`config.mk`:
```
export PLATFORM = sky130hd
export DESIGN_NAME = mbe_queue
export DESIGN_NICKNAME = d
export VERILOG_FILES = /design/src/sv/mbe_pkg.sv /design/src/sv/mbe_queue.sv
export VERILOG_INCLUDE_DIRS = /design/src /design/src/sv
export SDC_FILE = /design/constraint.sdc
export NUM_CORES = 1
export LEC_CHECK = 0
export BUFFER_PORTS_ARGS = -buffer_cell sky130_fd_sc_hd__buf_2
export CAP_MARGIN = 20
export CORE_MARGIN = 3
export CORE_UTILIZATION = 48
export DETAILED_ROUTE_END_ITERATION = 12
export PLACE_DENSITY_LB_ADDON = 0.08
export SYNTH_ARGS = -nofsm -noshare
export SYNTH_HDL_FRONTEND = slang
export SYNTH_SLANG_ARGS = --single-unit
```
`constraint.sdc`:
```
create_clock -name clk -period 1.42 [get_ports clk]
set_clock_uncertainty 0.05 [all_clocks]
set_input_delay 0 -clock clk [delete_from_list [all_inputs] [get_ports clk]]
set_output_delay 0 -clock clk [all_outputs]
set_load 0.005 [all_outputs]
```
`src/sv/mandelbrot_escape_time_macros.svh`:
```
// ----------------------------------------------------------------------------
// Mandelbrot escape time: assertion macros
// Shared concurrent assertion forms, clocked on clk and held off in reset.
// ----------------------------------------------------------------------------
`ifndef MANDELBROT_ESCAPE_TIME_MACROS_SVH
`define MANDELBROT_ESCAPE_TIME_MACROS_SVH

// Same-cycle implication.
`define MBE_ASSERT_IMP(lbl, ante, cons, msg) \
	lbl: assert property (@(posedge clk) disable iff (!arst_n) (ante) |-> (cons)) \
		else $error(msg);

// Next-cycle implication.
`define MBE_ASSERT_NXT(lbl, ante, cons, msg) \
	lbl: assert property (@(posedge clk) disable iff (!arst_n) (ante) |=> (cons)) \
		else $error(msg);

`endif

```
`src/sv/mbe_pkg.sv`:
```
// ----------------------------------------------------------------------------
// Mandelbrot escape time: package
// Shared constants and types for the front end, queue and iteration engine.
// ----------------------------------------------------------------------------
package mbe_pkg;

	// Iteration count and limit register width.
	localparam int ITER_W = 10;
	localparam logic [ITER_W-1:0] MAX_ITER_RESET = 10'd100;

	// Default coordinate format, Q4.28.
	localparam int DEF_COORD_WIDTH = 32;
	localparam int DEF_FRAC_BITS = 28;

	// Depth of the queue between front end and engine.
	localparam int DEF_QUEUE_DEPTH = 2;

	// Digit width of the shared partial-product multipliers.
	localparam int MUL_DIG_W = 32;

	// Per-point tag that travels with the coordinates.
	typedef struct packed {
		logic [ITER_W-1:0] max_iter;
		logic              trivial;
	} mbe_tag_t;

	localparam int TAG_W = $bits(mbe_tag_t);

	// Queue status seen by both sides.
	typedef struct packed {
		logic full;
		logic empty;
	} mbe_qstat_t;

endpackage

```
`src/sv/mbe_queue.sv`:
```
// ----------------------------------------------------------------------------
// Mandelbrot escape time: point queue
// Small register FIFO that decouples the front end from the engine.
// ----------------------------------------------------------------------------
`include "mandelbrot_escape_time_macros.svh"

module mbe_queue import mbe_pkg::*; #(
	parameter int WIDTH = 8,
	parameter int DEPTH = DEF_QUEUE_DEPTH
) (
	input  logic             clk,
	input  logic             arst_n,
	input  logic             push,
	input  logic [WIDTH-1:0] wdata,
	input  logic             pop,
	output logic [WIDTH-1:0] rdata,
	output mbe_qstat_t       stat
);
	localparam int PW = (DEPTH > 1) ? $clog2(DEPTH) : 1;
	localparam int CW = $clog2(DEPTH + 1);

	logic [WIDTH-1:0] entry_q [DEPTH];
	logic [PW-1:0]    wr_ptr_q;
	logic [PW-1:0]    rd_ptr_q;
	logic [CW-1:0]    count_q;

	// Status and head of the queue.
	assign stat.full  = (count_q == CW'(DEPTH));
	assign stat.empty = (count_q == '0);
	assign rdata      = entry_q[rd_ptr_q];

	// Entry storage, no reset needed.
	always_ff @(posedge clk) begin
		if (push) begin
			entry_q[wr_ptr_q] <= wdata;
		end
	end

	// Pointers and fill count.
	always_ff @(posedge clk or negedge arst_n) begin
		if (!arst_n) begin
			wr_ptr_q <= '0;
			rd_ptr_q <= '0;
			count_q  <= '0;
		end else begin
			if (push) begin
				wr_ptr_q <= (wr_ptr_q == PW'(DEPTH - 1)) ? '0 : wr_ptr_q + 1'b1;
			end
			if (pop) begin
				rd_ptr_q <= (rd_ptr_q == PW'(DEPTH - 1)) ? '0 : rd_ptr_q + 1'b1;
			end
			if (push && !pop) begin
				count_q <= count_q + 1'b1;
			end else if (pop && !push) begin
				count_q <= count_q - 1'b1;
			end
		end
	end

	`MBE_ASSERT_IMP(a_no_pop_empty, pop, !stat.empty, "queue popped while empty")
	`MBE_ASSERT_IMP(a_no_push_full, push && !pop, !stat.full, "queue pushed while full")

endmodule

```
# After elaboration in Yosys (flattened, before gate mapping)
# Memory sizes are Yosys's and may differ from the RTL's.
# Cells that the tools add are included.
dict set report classes {
  addsub 4
  multipliers 0
  n_div 0
  magnitude_cmp 0
  n_eq_ne 1
  n_shift 0
  n_mux 6
  bitwise 0
  reduce_logical 6
}
# cell n
set op_table {}
lappend op_table {{$mux W1} 4}
lappend op_table {{$mux W2} 2}
lappend op_table {{$add A1 B1 Y1 const B} 2}
lappend op_table {{$add A2 B1 Y2 const B} 1}
lappend op_table {{$eq A2 B2 Y1 const B} 1}
lappend op_table {{$logic_and A1 B1 Y1} 2}
lappend op_table {{$logic_not A1 Y1} 2}
lappend op_table {{$logic_not A2 Y1} 1}
lappend op_table {{$reduce_bool A2 Y1} 1}
lappend op_table {{$sub A2 B1 Y2 const B} 1}
dict set report word_totals {
  reg_bits 4
  latchBits 0
  ram_bits 16
  rom_bits 0
  inputBits 12
  word_cells 21
  memories 1
}
# memory depth width rd rd_ports_with_merged_regs wr line_no
set memory_table {}
lappend memory_table {entry_q 2 8 1 0 1 mbe_queue.sv:22} ;# logic [WIDTH-1:0] entry_q [DEPTH];

# Logic depth before layout (Yosys ltp)
dict set report depth {
  ltp_word 4
  mapped_depth 5
}

# Worst setup path before layout
# Ideal clock, no wire load.
dict set report synth_timing {
  path_kind {register -> register}
  startpoint {register wr_ptr_q}
  endpoint {memory entry_q[0][0] (enable)}
  setup_ns 0.373
  arrival_ns 0.789
  path_slack_ns 0.208
  path_stages_with_launch 2
  n_path_buf 0
  synth_period_minus_slack_ns 1.212
  cell_sequence {dfrtp_1 -> nor2b_1}
}
# item line_no
set synth_rtl {}
lappend synth_rtl {{start: declaration} mbe_queue.sv:23} ;# logic [PW-1:0] wr_ptr_q;
lappend synth_rtl {{start signal: assignment} mbe_queue.sv:47} ;# wr_ptr_q <= (wr_ptr_q == PW'(DEPTH - 1)) ? '0 : wr_ptr_q + 1'b1;
lappend synth_rtl {{end: declaration} mbe_queue.sv:22}
# Straight into the memory's write port.

# Worst setup path after layout
dict set report layout_timing {
  startpoint {register rd_ptr_q}
  endpoint {output port rdata[5]}
}
dict set report layout_via {
  elab_chain_cells 1
}
# item line_no
set layout_lines {}
lappend layout_lines {{start: declaration} mbe_queue.sv:24} ;# logic [PW-1:0] rd_ptr_q;
lappend layout_lines {{start signal: assignment} mbe_queue.sv:50} ;# rd_ptr_q <= (rd_ptr_q == PW'(DEPTH - 1)) ? '0 : rd_ptr_q + 1'b1;
lappend layout_lines {{$mem_v2 Z2 W8} --}
lappend layout_lines {{end: declaration} mbe_queue.sv:16} ;# output logic [WIDTH-1:0] rdata,
# Every way passes these cells.

==> out/metrics.cfg <==
[clocking]
clock_latency_ns = 0.27
cts.path.max_buffers = 2
numCtsBuffers = 3
root_buffer = clkbuf_4
cts.sinks = 20
cts_tree = built
clk_pin_slew_ns = 0.10
cts_setup_buffers = 0
htree_levels = 1

[timing]
worstMarginPinSlew_ns = 0.375
drv_slew = 0
rsz0062_at_grt = false
post-route-period-util = 0.943
setup_tns_ns = 0
fmax_mhz = 747
setup-violations-final = 0
slew_headroom = 0.750
fin_crit_ns = 1.34
final_hold_viol_count = 0

[worst_hold_path]
hold_class = primary input to register
worstHoldStart = wdata[2]
hold_depth = 2
whs_endpoint = entry_q[1][2]

[power]
vdd_ir_drop_max_uv = 1050
powerDensity_nw_per_um2 = 1580
p_leak_nw = 0.435

[cells_and_area]
synthToLayoutAreaGrowth_pct = 35.7
mostFrequentLayoutCell = buf_2
fin_nets = 93
utilization = 0.748
final_cell_mix = buf_2, edfxtp_1, dlygate4sd3_1
antenna_cells = 0
design_area_um2 = 1050
layout-drive-gt1-share = 0.456
nFillCells = 88

[global_routing]
grt_pass1_vias = 486
grtUsageTotal = 0.140
met3_usage = 0.0508
grt_max_degree = 12
grt_util_met1 = 0.129
groute.layer.met2.usage = 0.280
grt_pass1_wl_um = 1990
gr-max-usage-layer = met2
gr-total-overflow = 0
antenna_found_initial = 0

[placed_design]
gp_congestion = 0.643
io_buffers = 21
placed_cell_area_um2 = 898

[die]
core_area_um2 = 1400
die_w_um = 46.1
die_h_um = 46.1
io_pins = 22
rows = 13
die_area_um2 = 2120
start_util = 0.551

[setup_path]
reg2reg_depth = 1
r2r_start = wr_ptr_q
worstReg2RegEnd = entry_q[1][3]
slowest_stage = dfrtp_2
worstPathCellList = mux2_2 -> buf_2
start_kind = register
crit_path_max_incr_delay_ns = 0.50
crit_fanout = 9
critical_path_class = register to primary output
cp-end-kind = primary output
arrival_ns = 1.29
reg2reg_slack_ns = 0.26
critPathRequiredTime_ns = 1.37

[route]
wire_per_inst_um = 14.0
drc = 0
dr.pass1.iters = 3
routed_wl_um = 1320
first_iter_violations = 5
detail_route.vias_per_cell = 4.86
dr_total_vias = 457
ant_nets = 0

[logic_synthesis]
synth-warning-count = 0
ys_seq_area_frac = 0.753
syn_area_per_cell_um2 = 18.8
synth.distinct_cells = 12
synth.net_count = 54
synth_seq_cells = 20
syn_inst = 41
syn_area_um2 = 771

[status]
outcome = completed

[run]
max_cap_viol_count = 0

synth_stat cells:
cell,instances,area [µm²]
buf_6,1,11.3
dfrtp_1,4,100
nor2b_1,1,6.26
and2b_2,1,8.76
edfxtp_1,16,480
nor2_1,2,7.51
xor2_1,4,35.0
and2_1,1,6.26
mux2_2,8,90.1
inv_1,1,3.75
xnor2_1,1,8.76
ha_1,1,12.5
cell families after synthesis:
family / count (synthesis) / synth area share
xor+xnor: 5 / 0.0568
fa+ha+maj: 1 / 0.0162
buf+inv: 2 / 0.0195
flops: 20 / 0.753
mux: 8 / 0.117
simple gates: 5 / 0.0374
per-layer routing:
metal	wire length, µm	vias up
met5	0	-
met4	8	0
met3	62	2
met2	740	14
met1	506	218
li1	-	223
report_power, final:
| part | switching (mW) | total [mW] | internal (mW) |
|---|---|---|---|
| registers | 0.112 | 0.912 | 0.800 |
| clock network | 0.147 | 0.256 | 0.109 |
| logic | 0.185 | 0.480 | 0.295 |
| total | 0.444 | 1.65 | 1.20 |
critical path: cells and delay by family (launching register included):
family	cells	cell delay (ns)
buffers and inverters	1	0.14
flip-flops	1	0.50
multiplexers	1	0.37
final cells by class:
type,instances,area (µm²),area share
well taps,15,18.8,0.0179
clock buffers,4,26.3,0.0251
repair buffers,35,240,0.230
multi-input cells,19,175,0.167
inverters,1,3.75,0.00359
flip-flops and latches,20,582,0.556
metrics by stage:
step                hold WS [ns]  power [mW]  worst slack, ns  instances
floorplan                 -0.346        1.19            0.208         41
global placement          -0.240        1.36            0.278         78
detailed placement        -0.240        1.38            0.258         78
CTS                        0.370        1.67           0.0757         94
global route               0.382        1.75           0.0265         94
finish                     0.386        1.65           0.0807         94
what timing repair did:
item	in CTS	in global routing
gates resized for setup	1	0
setup endpoints to repair	8	0
hold buffers	12	0
endpoints found under the hold margin	22	0
how the worst max path moves through the flow:
stage	start	endpoint	slack, ns	cells after the start
finish	rd_ptr_q	rdata[5]	0.08	2
global route	rd_ptr_q	rdata[5]	0.03	2
CTS	rd_ptr_q	rdata[2]	0.08	2
detailed placement	wr_ptr_q	entry_q[1][4]	0.26	1
global placement	wr_ptr_q	entry_q[1][1]	0.28	1
floorplan	wr_ptr_q	entry_q[0][0]	0.21	1
registers in the layout, summed over array words and instances, names as in the netlist:
signal / flops
entry_q: 16
count_q: 2
rd_ptr_q: 1
wr_ptr_q: 1
Note: power is estimated with default switching activity, not from simulation.
