[src/sv/mandelbrot_escape_time_macros.svh]
// ----------------------------------------------------------------------------
// Mandelbrot escape time: assertion macros
// Shared concurrent assertion forms, clocked on clk and held off in reset.
// ----------------------------------------------------------------------------
`ifndef MANDELBROT_ESCAPE_TIME_MACROS_SVH
`define MANDELBROT_ESCAPE_TIME_MACROS_SVH

// Same-cycle implication.
`define MBE_ASSERT_IMP(lbl, ante, cons, msg) \
	lbl: assert property (@(posedge clk) disable iff (!arst_n) (ante) |-> (cons)) \
		else $error(msg);

// Next-cycle implication.
`define MBE_ASSERT_NXT(lbl, ante, cons, msg) \
	lbl: assert property (@(posedge clk) disable iff (!arst_n) (ante) |=> (cons)) \
		else $error(msg);

`endif

[src/sv/mbe_pkg.sv]
// ----------------------------------------------------------------------------
// Mandelbrot escape time: package
// Shared constants and types for the front end, queue and iteration engine.
// ----------------------------------------------------------------------------
package mbe_pkg;

	// Iteration count and limit register width.
	localparam int ITER_W = 10;
	localparam logic [ITER_W-1:0] MAX_ITER_RESET = 10'd100;

	// Default coordinate format, Q4.28.
	localparam int DEF_COORD_WIDTH = 32;
	localparam int DEF_FRAC_BITS = 28;

	// Depth of the queue between front end and engine.
	localparam int DEF_QUEUE_DEPTH = 2;

	// Digit width of the shared partial-product multipliers.
	localparam int MUL_DIG_W = 32;

	// Per-point tag that travels with the coordinates.
	typedef struct packed {
		logic [ITER_W-1:0] max_iter;
		logic              trivial;
	} mbe_tag_t;

	localparam int TAG_W = $bits(mbe_tag_t);

	// Queue status seen by both sides.
	typedef struct packed {
		logic full;
		logic empty;
	} mbe_qstat_t;

endpackage

[src/sv/mbe_point_if.sv]
// ----------------------------------------------------------------------------
// Mandelbrot escape time: point channel
// Carries one complex point c per beat with a valid/ready handshake.
// ----------------------------------------------------------------------------
interface mbe_point_if import mbe_pkg::*; #(
	parameter int COORD_WIDTH = DEF_COORD_WIDTH
) ();
	logic                          valid;
	logic                          ready;
	logic signed [COORD_WIDTH-1:0] c_real;
	logic signed [COORD_WIDTH-1:0] c_imag;

	modport source (output valid, output c_real, output c_imag, input ready);
	modport sink (input valid, input c_real, input c_imag, output ready);
endinterface

[src/sv/mbe_cfg_if.sv]
// ----------------------------------------------------------------------------
// Mandelbrot escape time: configuration channel
// Write channel for the iteration limit register.
// ----------------------------------------------------------------------------
interface mbe_cfg_if import mbe_pkg::*; ();
	logic              valid;
	logic              ready;
	logic [ITER_W-1:0] max_iterations;

	modport source (output valid, output max_iterations, input ready);
	modport sink (input valid, input max_iterations, output ready);
endinterface

[src/sv/mbe_front.sv]
// ----------------------------------------------------------------------------
// Mandelbrot escape time: front end
// Holds the iteration limit, accepts points and tags them for the engine.
// ----------------------------------------------------------------------------
module mbe_front import mbe_pkg::*; #(
	parameter int COORD_WIDTH = DEF_COORD_WIDTH
) (
	input  logic                               clk,
	input  logic                               arst_n,
	mbe_point_if.sink                          point,
	mbe_cfg_if.sink                            cfg,
	input  mbe_qstat_t                         qstat,
	output logic                               push,
	output logic [TAG_W+2*COORD_WIDTH-1:0]     wdata
);
	logic [ITER_W-1:0] max_iter_q;
	mbe_tag_t          tag;

	// Iteration limit register, always writable.
	assign cfg.ready = 1'b1;

	always_ff @(posedge clk or negedge arst_n) begin
		if (!arst_n) begin
			max_iter_q <= MAX_ITER_RESET;
		end else if (cfg.valid) begin
			max_iter_q <= cfg.max_iterations;
		end
	end

	// Points with a zero limit need no rounds at all.
	assign tag.max_iter = max_iter_q;
	assign tag.trivial  = (max_iter_q == '0);

	// Accept a beat whenever the queue has room.
	assign point.ready = !qstat.full;
	assign push        = point.valid && !qstat.full;
	assign wdata       = {tag, point.c_imag, point.c_real};

endmodule

[src/flat_wrapper.sv]
// flat-port wrapper written by rule: the top's interface ports become plain ports
module mbe_front_flat import mbe_pkg::*;
#(
	parameter int COORD_WIDTH = DEF_COORD_WIDTH
)
  (clk, arst_n, qstat, push, wdata, point_valid, point_c_real, point_c_imag, point_ready, cfg_valid, cfg_max_iterations, cfg_ready);
  mbe_point_if #(.COORD_WIDTH(COORD_WIDTH)) point_i ();
  mbe_cfg_if cfg_i ();
  input  logic clk;
  input  logic arst_n;
  input  mbe_qstat_t qstat;
  output logic push;
  output logic [TAG_W+2*COORD_WIDTH-1:0] wdata;
  input wire logic [$bits(point_i.valid)-1:0] point_valid;
  input wire logic [$bits(point_i.c_real)-1:0] point_c_real;
  input wire logic [$bits(point_i.c_imag)-1:0] point_c_imag;
  output wire logic [$bits(point_i.ready)-1:0] point_ready;
  input wire logic [$bits(cfg_i.valid)-1:0] cfg_valid;
  input wire logic [$bits(cfg_i.max_iterations)-1:0] cfg_max_iterations;
  output wire logic [$bits(cfg_i.ready)-1:0] cfg_ready;
  assign point_i.valid = point_valid;
  assign point_i.c_real = point_c_real;
  assign point_i.c_imag = point_c_imag;
  assign point_ready = point_i.ready;
  assign cfg_i.valid = cfg_valid;
  assign cfg_i.max_iterations = cfg_max_iterations;
  assign cfg_ready = cfg_i.ready;
  mbe_front #(.COORD_WIDTH(COORD_WIDTH)) u_core (.clk(clk), .arst_n(arst_n), .point(point_i), .cfg(cfg_i), .qstat(qstat), .push(push), .wdata(wdata));
endmodule
[config.mk]
export PLATFORM = sky130hd
export DESIGN_NAME = mbe_front_flat
export DESIGN_NICKNAME = d
export VERILOG_FILES = /design/src/sv/mandelbrot_escape_time_macros.svh /design/src/sv/mbe_pkg.sv /design/src/sv/mbe_point_if.sv /design/src/sv/mbe_cfg_if.sv /design/src/sv/mbe_front.sv /design/src/flat_wrapper.sv
export SDC_FILE = /design/constraint.sdc
export NUM_CORES = 1
export LEC_CHECK = 0
export BUFFER_PORTS_ARGS = -buffer_cell sky130_fd_sc_hd__buf_2
export CORE_AREA = 2 2 61 63
export CTS_CLUSTER_SIZE = 12
export DETAILED_ROUTE_END_ITERATION = 16
export DIE_AREA = 0 0 63 65
export HOLD_SLACK_MARGIN = 0.03
export PLACE_DENSITY = 0.79
export SYNTH_ARGS = -nofsm -noshare
export SYNTH_HDL_FRONTEND = slang
export SYNTH_SLANG_ARGS = --single-unit
export TNS_END_PERCENT = 10
[constraint.sdc]
create_clock -name clk -period 4.4 [get_ports clk]
set_clock_uncertainty 0.1 [all_clocks]
set_input_delay 0.88 -clock clk [delete_from_list [all_inputs] [get_ports clk]]
set_output_delay 0.88 -clock clk [all_outputs]
set_load 0.1 [all_outputs]
# After elaboration in Yosys (flattened, before gate mapping)
# Cells that the tools add are included.
[word_totals] register_bits=10 in_bits=80 output_inout_bits=78 word_cells=4
[classes] n_reduce_logical=3
[op_table] cell="zero test 10 bit" n=1
[op_table] cell="logical AND 1 bit" n=1
[op_table] cell="zero test 1 bit" n=1

# Logic depth before layout (Yosys ltp)
# Gate-level depths: netlist (run 1).
[logic_depth] word_depth=2 ltp_mapped=2 ltp_nobuf=2

# Worst setup path after synthesis (run 1)
# OpenSTA, ideal clock, no wires.
[synth_path] path_type="flip-flop to output port" start="reg u_core.max_iter_q[9]" end="out wdata[64]" arrival_ns=3.105 required_ns=3.420 path_slack_ns=0.315 stages_incl_launch_ff=3 path_buffers=0 path_cell_list="dfrtp_1 -> or4_4 -> nor4_2"
[synth_between] elab_chain_cells=1
[synth_lines] element="start, declared" line_no="mbe_front.sv:16" source="logic [ITER_W-1:0] max_iter_q;"
[synth_lines] element="start signal, assigned" line_no="mbe_front.sv:26" source="max_iter_q <= cfg.max_iterations;"
[synth_lines] element="zero test 10 bit" line_no="mbe_front.sv:32" source="assign tag.trivial = (max_iter_q == '0);"
[synth_lines] element="end, declared" line_no="flat_wrapper.sv:13" source="output logic [TAG_W+2*COORD_WIDTH-1:0] wdata;"
# Every way passes these cells.

# Worst setup path after layout (run 1)
# Same ends and word-level chain as after synthesis.

==> run metrics, run 1 <==
DR WL met3=212 um; unrepaired setup endpoints after global routing=false; crit path DAT=1860 ps; clock latency on the worst-skew pair=260 ps; top layer in use=met4; net count after synthesis=172; pwr dens=455 nW/um2; wire length of the first global-routing pass=2150 um; min Tclk post-route=2840 ps; Max FO, Critical Path=3; layout cells sized above 1=0.772; Worst Hold Class=primary input to asynchronous set/reset pin; Hold Vio Cnt, Final=0; chip width=63 um; clock transition at the registers of the reported paths=70 ps; Inserted Clock Buffers=3; # nets final=138; drt total wl=1340 um; biggest regs=u_core.max_iter_q x10; Initial Util=0.259; Crit path largest cell delay=540 ps; Seq/Total Area, Yosys=0.281; Post-DP Area=607 um2; leading cell types by count after synthesis=65 x buf_4, 9 x mux2_2, 7 x dfrtp_1, 3 x dfstp_2; Die Ht=65 um; distinct cell type count after synthesis=12; Core Area=3500 um2; Syn Area/Cell=9.83 um2; startpoint types=flip-flop; clock sink count=10; Tot GR Track Use=0.0674; final instance area=633 um2; setup ws final=1560 ps; Post-Place Cells=101; Hold WS=361 ps; die area=4100 um2; crit path cell chain=or4_4 > nor4_2 > buf_2; cell area after synthesis=905 um2; I/O pins=158; PostCTS Resize Cnt=0; Area Growth Syn to Fin=-30.0%; register bit total from synthesis=10; Sum Neg Setup Slack=0 ps; slowest CP cell=or4_4; Root Driver=clkbuf_4; worst setup slack after placement=1830 ps; antenna cell count=0; GP Congestion=0.590; f_max=352 MHz; final setup vio count=0; Final Max Tran Viols=0; Via Count=414; total grt overflow=0; final period utilization=0.646; Gate Count Post-Synth=92; DRT Pass-1 Iters=2; number of flip-flops in the largest register=10; postcts setup bufs=0; ys async rst share=1.00; CTS Hold Bufs=0; H-tree lvl count=1; synth warn=0; Post-route DRC=0; total power=0.288 mW; largest reg by FF count=u_core.max_iter_q; EDFF count, synth=0; vias in the first global route=449; critical path endpoint category=output pin; CTS tree=yes; kind of critical path=flip-flop to output pin; share of the synthesized area in the top cell type=0.539; clock buffer depth=2; First DRT Iteration DRCs=2; dpl hpwl=1080 um; post-layout util=0.181; synth top area cells=buf_4 54%, dfrtp_1 19%, mux2_2 11%, dfstp_2 8.7%, nor4_2 1.4%; Non-Filler Instances=105; area leader, netlist=buf_4; Met1 Wirelength=361 um; max cap viols=0; Port Buf Inserts=27; WL per Instance=12.7 um; Site Rows=22; Most used DFF post-synth=dfrtp_1; Via density=3.94; initial antenna violation count=0; Leak=0.291 nW; outcome=finished clean; largest net degree at the start of global routing=11; maximum VDD drop=0.000170 V; WL met2=625 um; top-count cell post-synth=buf_4; final antenna-violating net count=0; critical path data required time=3420 ps
## critical path, delay by kind of cell (launching register included)
| family | cells | cell delay [ps] |
|---|---|---|
| and+or+nand+nor | 2 | 750 |
| buffers and inverters | 1 | 460 |
| DFF | 1 | 390 |
## placed cells by master (no fill, tap or decap), drive strengths merged
cell type  instances
clkbuf             4
nor2b              1
dfstp              3
nor4               1
or4                2
mux2              10
dfrtp              7
buf               27
inv                1
conb               1
## cell families after synthesis
| kind of cell | count (synthesis) | share of synthesized area |
|---|---|---|
| buffers and inverters | 67 | 0.549 |
| flip-flops | 10 | 0.281 |
| multiplexers | 10 | 0.124 |
| other | 1 | 0.00415 |
| AND/OR/NAND/NOR | 4 | 0.0415 |
## area by class of cell
| type | instances | area (um2) |
|---|---|---|
| clock buffers | 4 | 26.3 |
| fillers | 412 | 2860 |
| inverters | 1 | 3.75 |
| multi-input cells | 15 | 154 |
| flip-flops and latches | 10 | 254 |
| well taps | 48 | 60.1 |
| repair buffers | 27 | 135 |
## worst paths after layout
kind                       cells past startpoint                 start              endpoint  slack (ps)
max reg2reg                                    1  u_core.max_iter_q[0]  u_core.max_iter_q[0]        3510
max                                            3  u_core.max_iter_q[9]             wdata[64]        1560
min reg2reg                                    1  u_core.max_iter_q[4]  u_core.max_iter_q[4]         430
max in group asynchronous                      1                arst_n  u_core.max_iter_q[5]        3580
min                                            1                arst_n  u_core.max_iter_q[3]         360
min in group clk                               1  u_core.max_iter_q[4]  u_core.max_iter_q[4]         430
## report_power, final
part	leakage [nW]	switching [mW]	internal [mW]
Combinational	0.163	0.0921	0.0202
Sequential	0.113	0.00701	0.103
Clock	0.0150	0.0304	0.0350
Total	0.291	0.129	0.158
## metal layers
metal / vias up / GRT usage
li1: 153 / -
met1: 178 / 0.0585
met2: 55 / 0.0971
met3: 28 / 0.0278
met4: 0 / 0.106
met5: - / 0
(Power assumes the default switching activity.)
==> run 2, diff against run 1 <==
--- a/config.mk
+++ b/config.mk
@@ -6,12 +6,12 @@
 export NUM_CORES = 1
 export LEC_CHECK = 0
 export BUFFER_PORTS_ARGS = -buffer_cell sky130_fd_sc_hd__buf_2
-export CORE_AREA = 2 2 61 63
+export CORE_AREA = 2 2 65 67
 export CTS_CLUSTER_SIZE = 12
 export DETAILED_ROUTE_END_ITERATION = 16
-export DIE_AREA = 0 0 63 65
+export DIE_AREA = 0 0 67 69
 export HOLD_SLACK_MARGIN = 0.03
-export PLACE_DENSITY = 0.79
+export PLACE_DENSITY = 0.74
 export SYNTH_ARGS = -nofsm -noshare
 export SYNTH_HDL_FRONTEND = slang
 export SYNTH_SLANG_ARGS = --single-unit
==> constraint.sdc (replaced) <==
create_clock -name clk -period 2.6 [get_ports clk]
set_clock_uncertainty 0.1 [all_clocks]
set_input_delay 0.52 -clock clk [delete_from_list [all_inputs] [get_ports clk]]
set_output_delay 0.52 -clock clk [all_outputs]
set_load 0.1 [all_outputs]
==> run 2 against run 1 <==
Clock-buffer cell count is the same. Sequential power grew 74%. Critical path depth is the same. Cell area grew 7.1%. Via count shrank 6.0%. Final cell count grew 1.9%. Combinational power grew 71%. Setup slack lost 1500 ps. Non-clock buffer count is the same. Worst hold slack lost 330 ps. Critical endpoint unchanged. Largest power group unchanged.
==> run metrics, run 2 (same netlist as run 1, synthesis figures left out) <==
outcome=finished clean; clock sink count=10 (unchanged); internal reg-to-reg setup slack=1650 ps (-1860 ps); final antenna-violating net count=0 (unchanged); wire length of the first global-routing pass=1990 um (-7.7%); Tot GR Track Use=0.0570 (-0.0104); layout cells sized above 1=0.877 (+0.105); WL per Instance=12.4 um (-2.7%); Final Max Tran Viols=0 (unchanged); crit path DAT=1880 ps (+20 ps); largest reg by FF count=u_core.max_iter_q; f_max=400 MHz; initial antenna violation count=0 (unchanged); Via Count=389 (-6.0%); startpoint types=flip-flop; Fillers=459 (+11%); biggest regs=u_core.max_iter_q x10; total power=0.555 mW (+93%); critical path data required time=1980 ps (-1440 ps); clock latency on the worst-skew pair=240 ps (-20 ps); Post-DP Area=633 um2 (+4.3%); Inserted Clock Buffers=3 (unchanged); Worst Hold Class=primary input to asynchronous set/reset pin; total grt overflow=0 (unchanged); FF-to-FF path depth=1 (unchanged); GP Congestion=0.597 (+1.3%); Via density=3.64 (-7.8%); Leak=0.299 nW (+2.8%); number of flip-flops in the largest register=10 (unchanged); First DRT Iteration DRCs=2 (unchanged); commonest cells after routing, fill and taps aside=27 x buf_2, 9 x mux2_2, 3 x clkbuf_8, 3 x dfstp_2, 3 x dfrtp_2; area occupied by multi-input gates=166 um2 (+8.1%); postcts setup bufs=0 (unchanged); antenna cell count=0 (unchanged); clock transition at the registers of the reported paths=50 ps (-20 ps); final setup vio count=0 (unchanged); vias in the first global route=404 (-10%); CTS tree=yes; H-tree lvl count=1 (unchanged); Worst R2R End=u_core.max_iter_q[7]; Post-route DRC=0 (unchanged); maximum VDD drop=0.000362 V (+110%); PostCTS Resize Cnt=0 (unchanged); largest net degree at the start of global routing=11 (unchanged); drt total wl=1320 um (-0.82%); Die Ht=69 um (+6.2%); final period utilization=0.961; Root Driver=clkbuf_8; Non-Filler Instances=107 (+1.9%); die area=4620 um2 (+13%); # nets final=138 (unchanged); clock buffer depth=2 (unchanged); critical path endpoint category=output pin; commonest non-fill, non-tap cell in the layout=buf_2; Initial Util=0.231 (-0.0276); chip width=67 um (+6.3%); max cap viols=0 (unchanged); unrepaired setup endpoints after global routing=false; worst r2r src=u_core.max_iter_q[7]; kind of critical path=flip-flop to output pin; dpl hpwl=1060 um (-2.5%); Area Growth Syn to Fin=-25.0%; sequential cell area=265 um2 (+4.4%); pwr dens=818 nW/um2 (+80%); Max FO, Critical Path=3 (unchanged); Post-Place Cells=103 (+2.0%); final instance area=678 um2 (+7.1%); crit path from=u_core.max_iter_q[7]; Port Buf Inserts=27 (unchanged); I/O pins=158 (unchanged); Core Area=3910 um2 (+12%); DRT Pass-1 Iters=3 (+1); Hold Vio Cnt, Final=0 (unchanged); min Tclk post-route=2500 ps; CTS Hold Bufs=0 (unchanged); Site Rows=23 (+4.5%)
-- run 2: final cells by class --
| cell class | count | area share |
|---|---|---|
| inverter | 1 | 0.00554 |
| multi-input combinational | 15 | 0.245 |
| clock buffer | 4 | 0.0664 |
| sequential | 10 | 0.391 |
| timing repair buffer | 27 | 0.199 |
| tap | 50 | 0.0923 |
-- run 2: how the worst max path moves through the flow --
| stage | endpoint | slack, ps | cells after the start |
|---|---|---|---|
| floorplan | wdata[64] | -210 | 2 |
| global placement | wdata[64] | 360 | 3 |
| detailed placement | wdata[64] | 350 | 3 |
| CTS | wdata[64] | 90 | 3 |
| global route | wdata[64] | 60 | 3 |
| finish | wdata[64] | 100 | 3 |
-- run 2: routing by layer --
| metal | wire (um) | part of all wire | global-route usage |
|---|---|---|---|
| met5 | 0 | 0 | 0 |
| met1 | 405 | 0.31 | 0.0514 |
| met2 | 577 | 0.44 | 0.0792 |
| met4 | 121 | 0.091 | 0.0907 |
| met3 | 219 | 0.17 | 0.0163 |
-- run 2: power breakdown --
| part | switching [mW] | total [mW] | internal [mW] |
|---|---|---|---|
| sequential | 0.0132 | 0.191 | 0.178 |
| clock | 0.0639 | 0.172 | 0.108 |
| combinational | 0.157 | 0.192 | 0.0350 |
-- run 2: worst max-delay path: stages, from the launching register on --
cell     delay [ps]
dfrtp_4         480
or4_4           500
nor4_4          210
buf_2           460
-- run 2: through the flow --
| step | TNS (ps) | util | hold slack (ps) | setup WS [ps] |
|---|---|---|---|---|
| after CTS | 0 | 0.173 | 39.1 | 89.9 |
| after floorplan | -213 | - | 124 | -213 |
| after global routing | 0 | 0.173 | 48.4 | 60.4 |
| final | 0 | 0.173 | 33.2 | 101 |
| after global placement | 0 | 0.162 | 286 | 362 |
| after detailed placement | 0 | 0.162 | 293 | 352 |
==> run 3, diff against run 2 <==
--- a/config.mk
+++ b/config.mk
@@ -12,6 +12,8 @@
 export DIE_AREA = 0 0 67 69
 export HOLD_SLACK_MARGIN = 0.03
 export PLACE_DENSITY = 0.74
+export REMOVE_ABC_BUFFERS = 1
+export SLEW_MARGIN = 40
 export SYNTH_ARGS = -nofsm -noshare
 export SYNTH_HDL_FRONTEND = slang
 export SYNTH_SLANG_ARGS = --single-unit
==> run 3 against run 2 <==
Total power rose by 4.0%. Combinational power barely moved. Wire length rose to 4.7 times the previous value. Utilization barely moved. Clock-buffer cell count did not move. Via count rose by 29%. First-iteration DRC count rose to 8.5 times the previous value. Flip-flop and latch count did not move. Die area did not move. Largest power group is now the clock network. Critical path type unchanged. Maximum frequency rose by 4.4%.
==> run metrics, run 3 (same netlist as run 1, synthesis figures left out) <==
Site Rows=23 (unchanged); Crit path largest cell delay=550 ps (+50 ps); critical path endpoint category=output pin; Final Max Tran Viols=0 (unchanged); chip width=67 um (unchanged); Inserted Clock Buffers=3 (unchanged); final antenna-violating net count=0 (unchanged); Area Growth Syn to Fin=-24.9%; Core Area=3910 um2 (unchanged); I/O pins=158 (unchanged); final period utilization=0.921 (-0.0402); postcts setup bufs=0 (unchanged); unrepaired setup endpoints after global routing=false; outcome=finished clean; Via Count=501 (+29%); number of flip-flops in the largest register=10 (unchanged); biggest regs=u_core.max_iter_q x10; pwr dens=849 nW/um2 (+3.8%); # nets final=138 (unchanged); Root Driver=clkbuf_8; slowest CP cell=or4_4; wire length of the first global-routing pass=7150 um (+260%); Fillers=463 (+0.87%); Hold Vio Cnt, Final=0 (unchanged); clock latency on the worst-skew pair=240 ps (about the same); max cap viols=0 (unchanged); First DRT Iteration DRCs=17 (+15); GP Congestion=0.850 (+42%); total grt overflow=0 (unchanged); drt total wl=6270 um (+370%); antenna cell count=0 (unchanged); critical path data required time=1980 ps (about the same); final instance area=679 um2 (+0.18%); largest reg by FF count=u_core.max_iter_q; clock sink count=10 (unchanged); Initial Util=0.231 (unchanged); clock transition at the registers of the reported paths=50 ps (about the same); Leak=0.307 nW (+2.7%); f_max=418 MHz (+4.4%); DRT Pass-1 Iters=2 (-1); Post-route DRC=0 (unchanged); kind of critical path=flip-flop to output pin; CTS tree=yes; Tot GR Track Use=0.262 (+0.205); startpoint types=flip-flop; commonest cells after routing, fill and taps aside=26 x buf_2, 9 x mux2_2, 7 x dfrtp_1; H-tree lvl count=1 (unchanged); CTS Hold Bufs=0 (unchanged); crit path cell chain=or4_4 > nor4_2 > buf_12; PostCTS Resize Cnt=0 (unchanged); Port Buf Inserts=27 (unchanged); die area=4620 um2 (unchanged); Max FO, Critical Path=3 (unchanged); min Tclk post-route=2390 ps (-105 ps); layout cells sized above 1=0.789 (-0.0877); WL per Instance=58.6 um (+370%); dpl hpwl=6030 um (+470%); Die Ht=69 um (unchanged); crit path DAT=1770 ps (-110 ps); Worst Hold Class=primary input to asynchronous set/reset pin; maximum VDD drop=0.000361 V (-0.43%); vias in the first global route=435 (+7.7%); largest net degree at the start of global routing=11 (unchanged); final setup vio count=0 (unchanged); Sum Neg Setup Slack=0 ps (unchanged); commonest non-fill, non-tap cell in the layout=buf_2; Via density=4.68 (+29%); Post-DP Area=624 um2 (-1.4%); clock buffer depth=2 (unchanged); initial antenna violation count=0 (unchanged)
[run 3: worst paths after layout]
path | start | depth (start not counted) | endpoint | slack (ps)
min reg2reg | u_core.max_iter_q[7] | 1 | u_core.max_iter_q[7] | 440
min | arst_n | 1 | u_core.max_iter_q[4] | 40
max in group asynchronous | arst_n | 1 | u_core.max_iter_q[2] | 2100
max reg2reg | u_core.max_iter_q[8] | 1 | u_core.max_iter_q[8] | 1730
min in group clk | cfg_max_iterations[3] | 2 | u_core.max_iter_q[3] | 410
max | u_core.max_iter_q[9] | 3 | wdata[64] | 210
[run 3: worst max-delay path: cells and delay by family (launching register included)]
kind	cells	cell delay, ps
simple gates	2	920
flops	1	390
buf+inv	1	230
[run 3: layout make-up]
type | count | area (um2) | share of cell area
Tap cell | 50 | 62.6 | 0.0921
Inverter | 1 | 3.75 | 0.00552
Clock buffer | 4 | 55.1 | 0.0810
Multi-Input combinational cell | 15 | 154 | 0.227
Sequential cell | 10 | 254 | 0.374
Timing Repair Buffer | 27 | 150 | 0.221
[run 3: layer usage]
metal / vias up / GRT usage / wire length [um]
met4: 0 / 0.0340 / 85
li1: 155 / - / -
met1: 188 / 0.0683 / 603
met3: 8 / 0.445 / 2220
met2: 150 / 0.482 / 3360
met5: - / 0.0125 / 0
[run 3: metrics by stage]
| step | worst slack [ps] | hold slack (ps) | util | cells | total power, mW |
|---|---|---|---|---|---|
| after floorplan | -1130 | 124 | - | 26 | 0.343 |
| after global placement | 455 | 291 | 0.160 | 103 | 0.383 |
| after detailed placement | 452 | 293 | 0.160 | 103 | 0.384 |
| after CTS | 192 | 39.4 | 0.174 | 107 | 0.582 |
| after global routing | 134 | 56.5 | 0.174 | 107 | 0.599 |
| final | 206 | 38.4 | 0.174 | 107 | 0.577 |
[run 3: report_power, final]
| part | switching (mW) | internal, mW | total, mW | leakage [nW] |
|---|---|---|---|---|
| clock network | 0.0623 | 0.133 | 0.195 | 0.0288 |
| registers | 0.0119 | 0.175 | 0.187 | 0.113 |
| logic | 0.160 | 0.0343 | 0.194 | 0.165 |
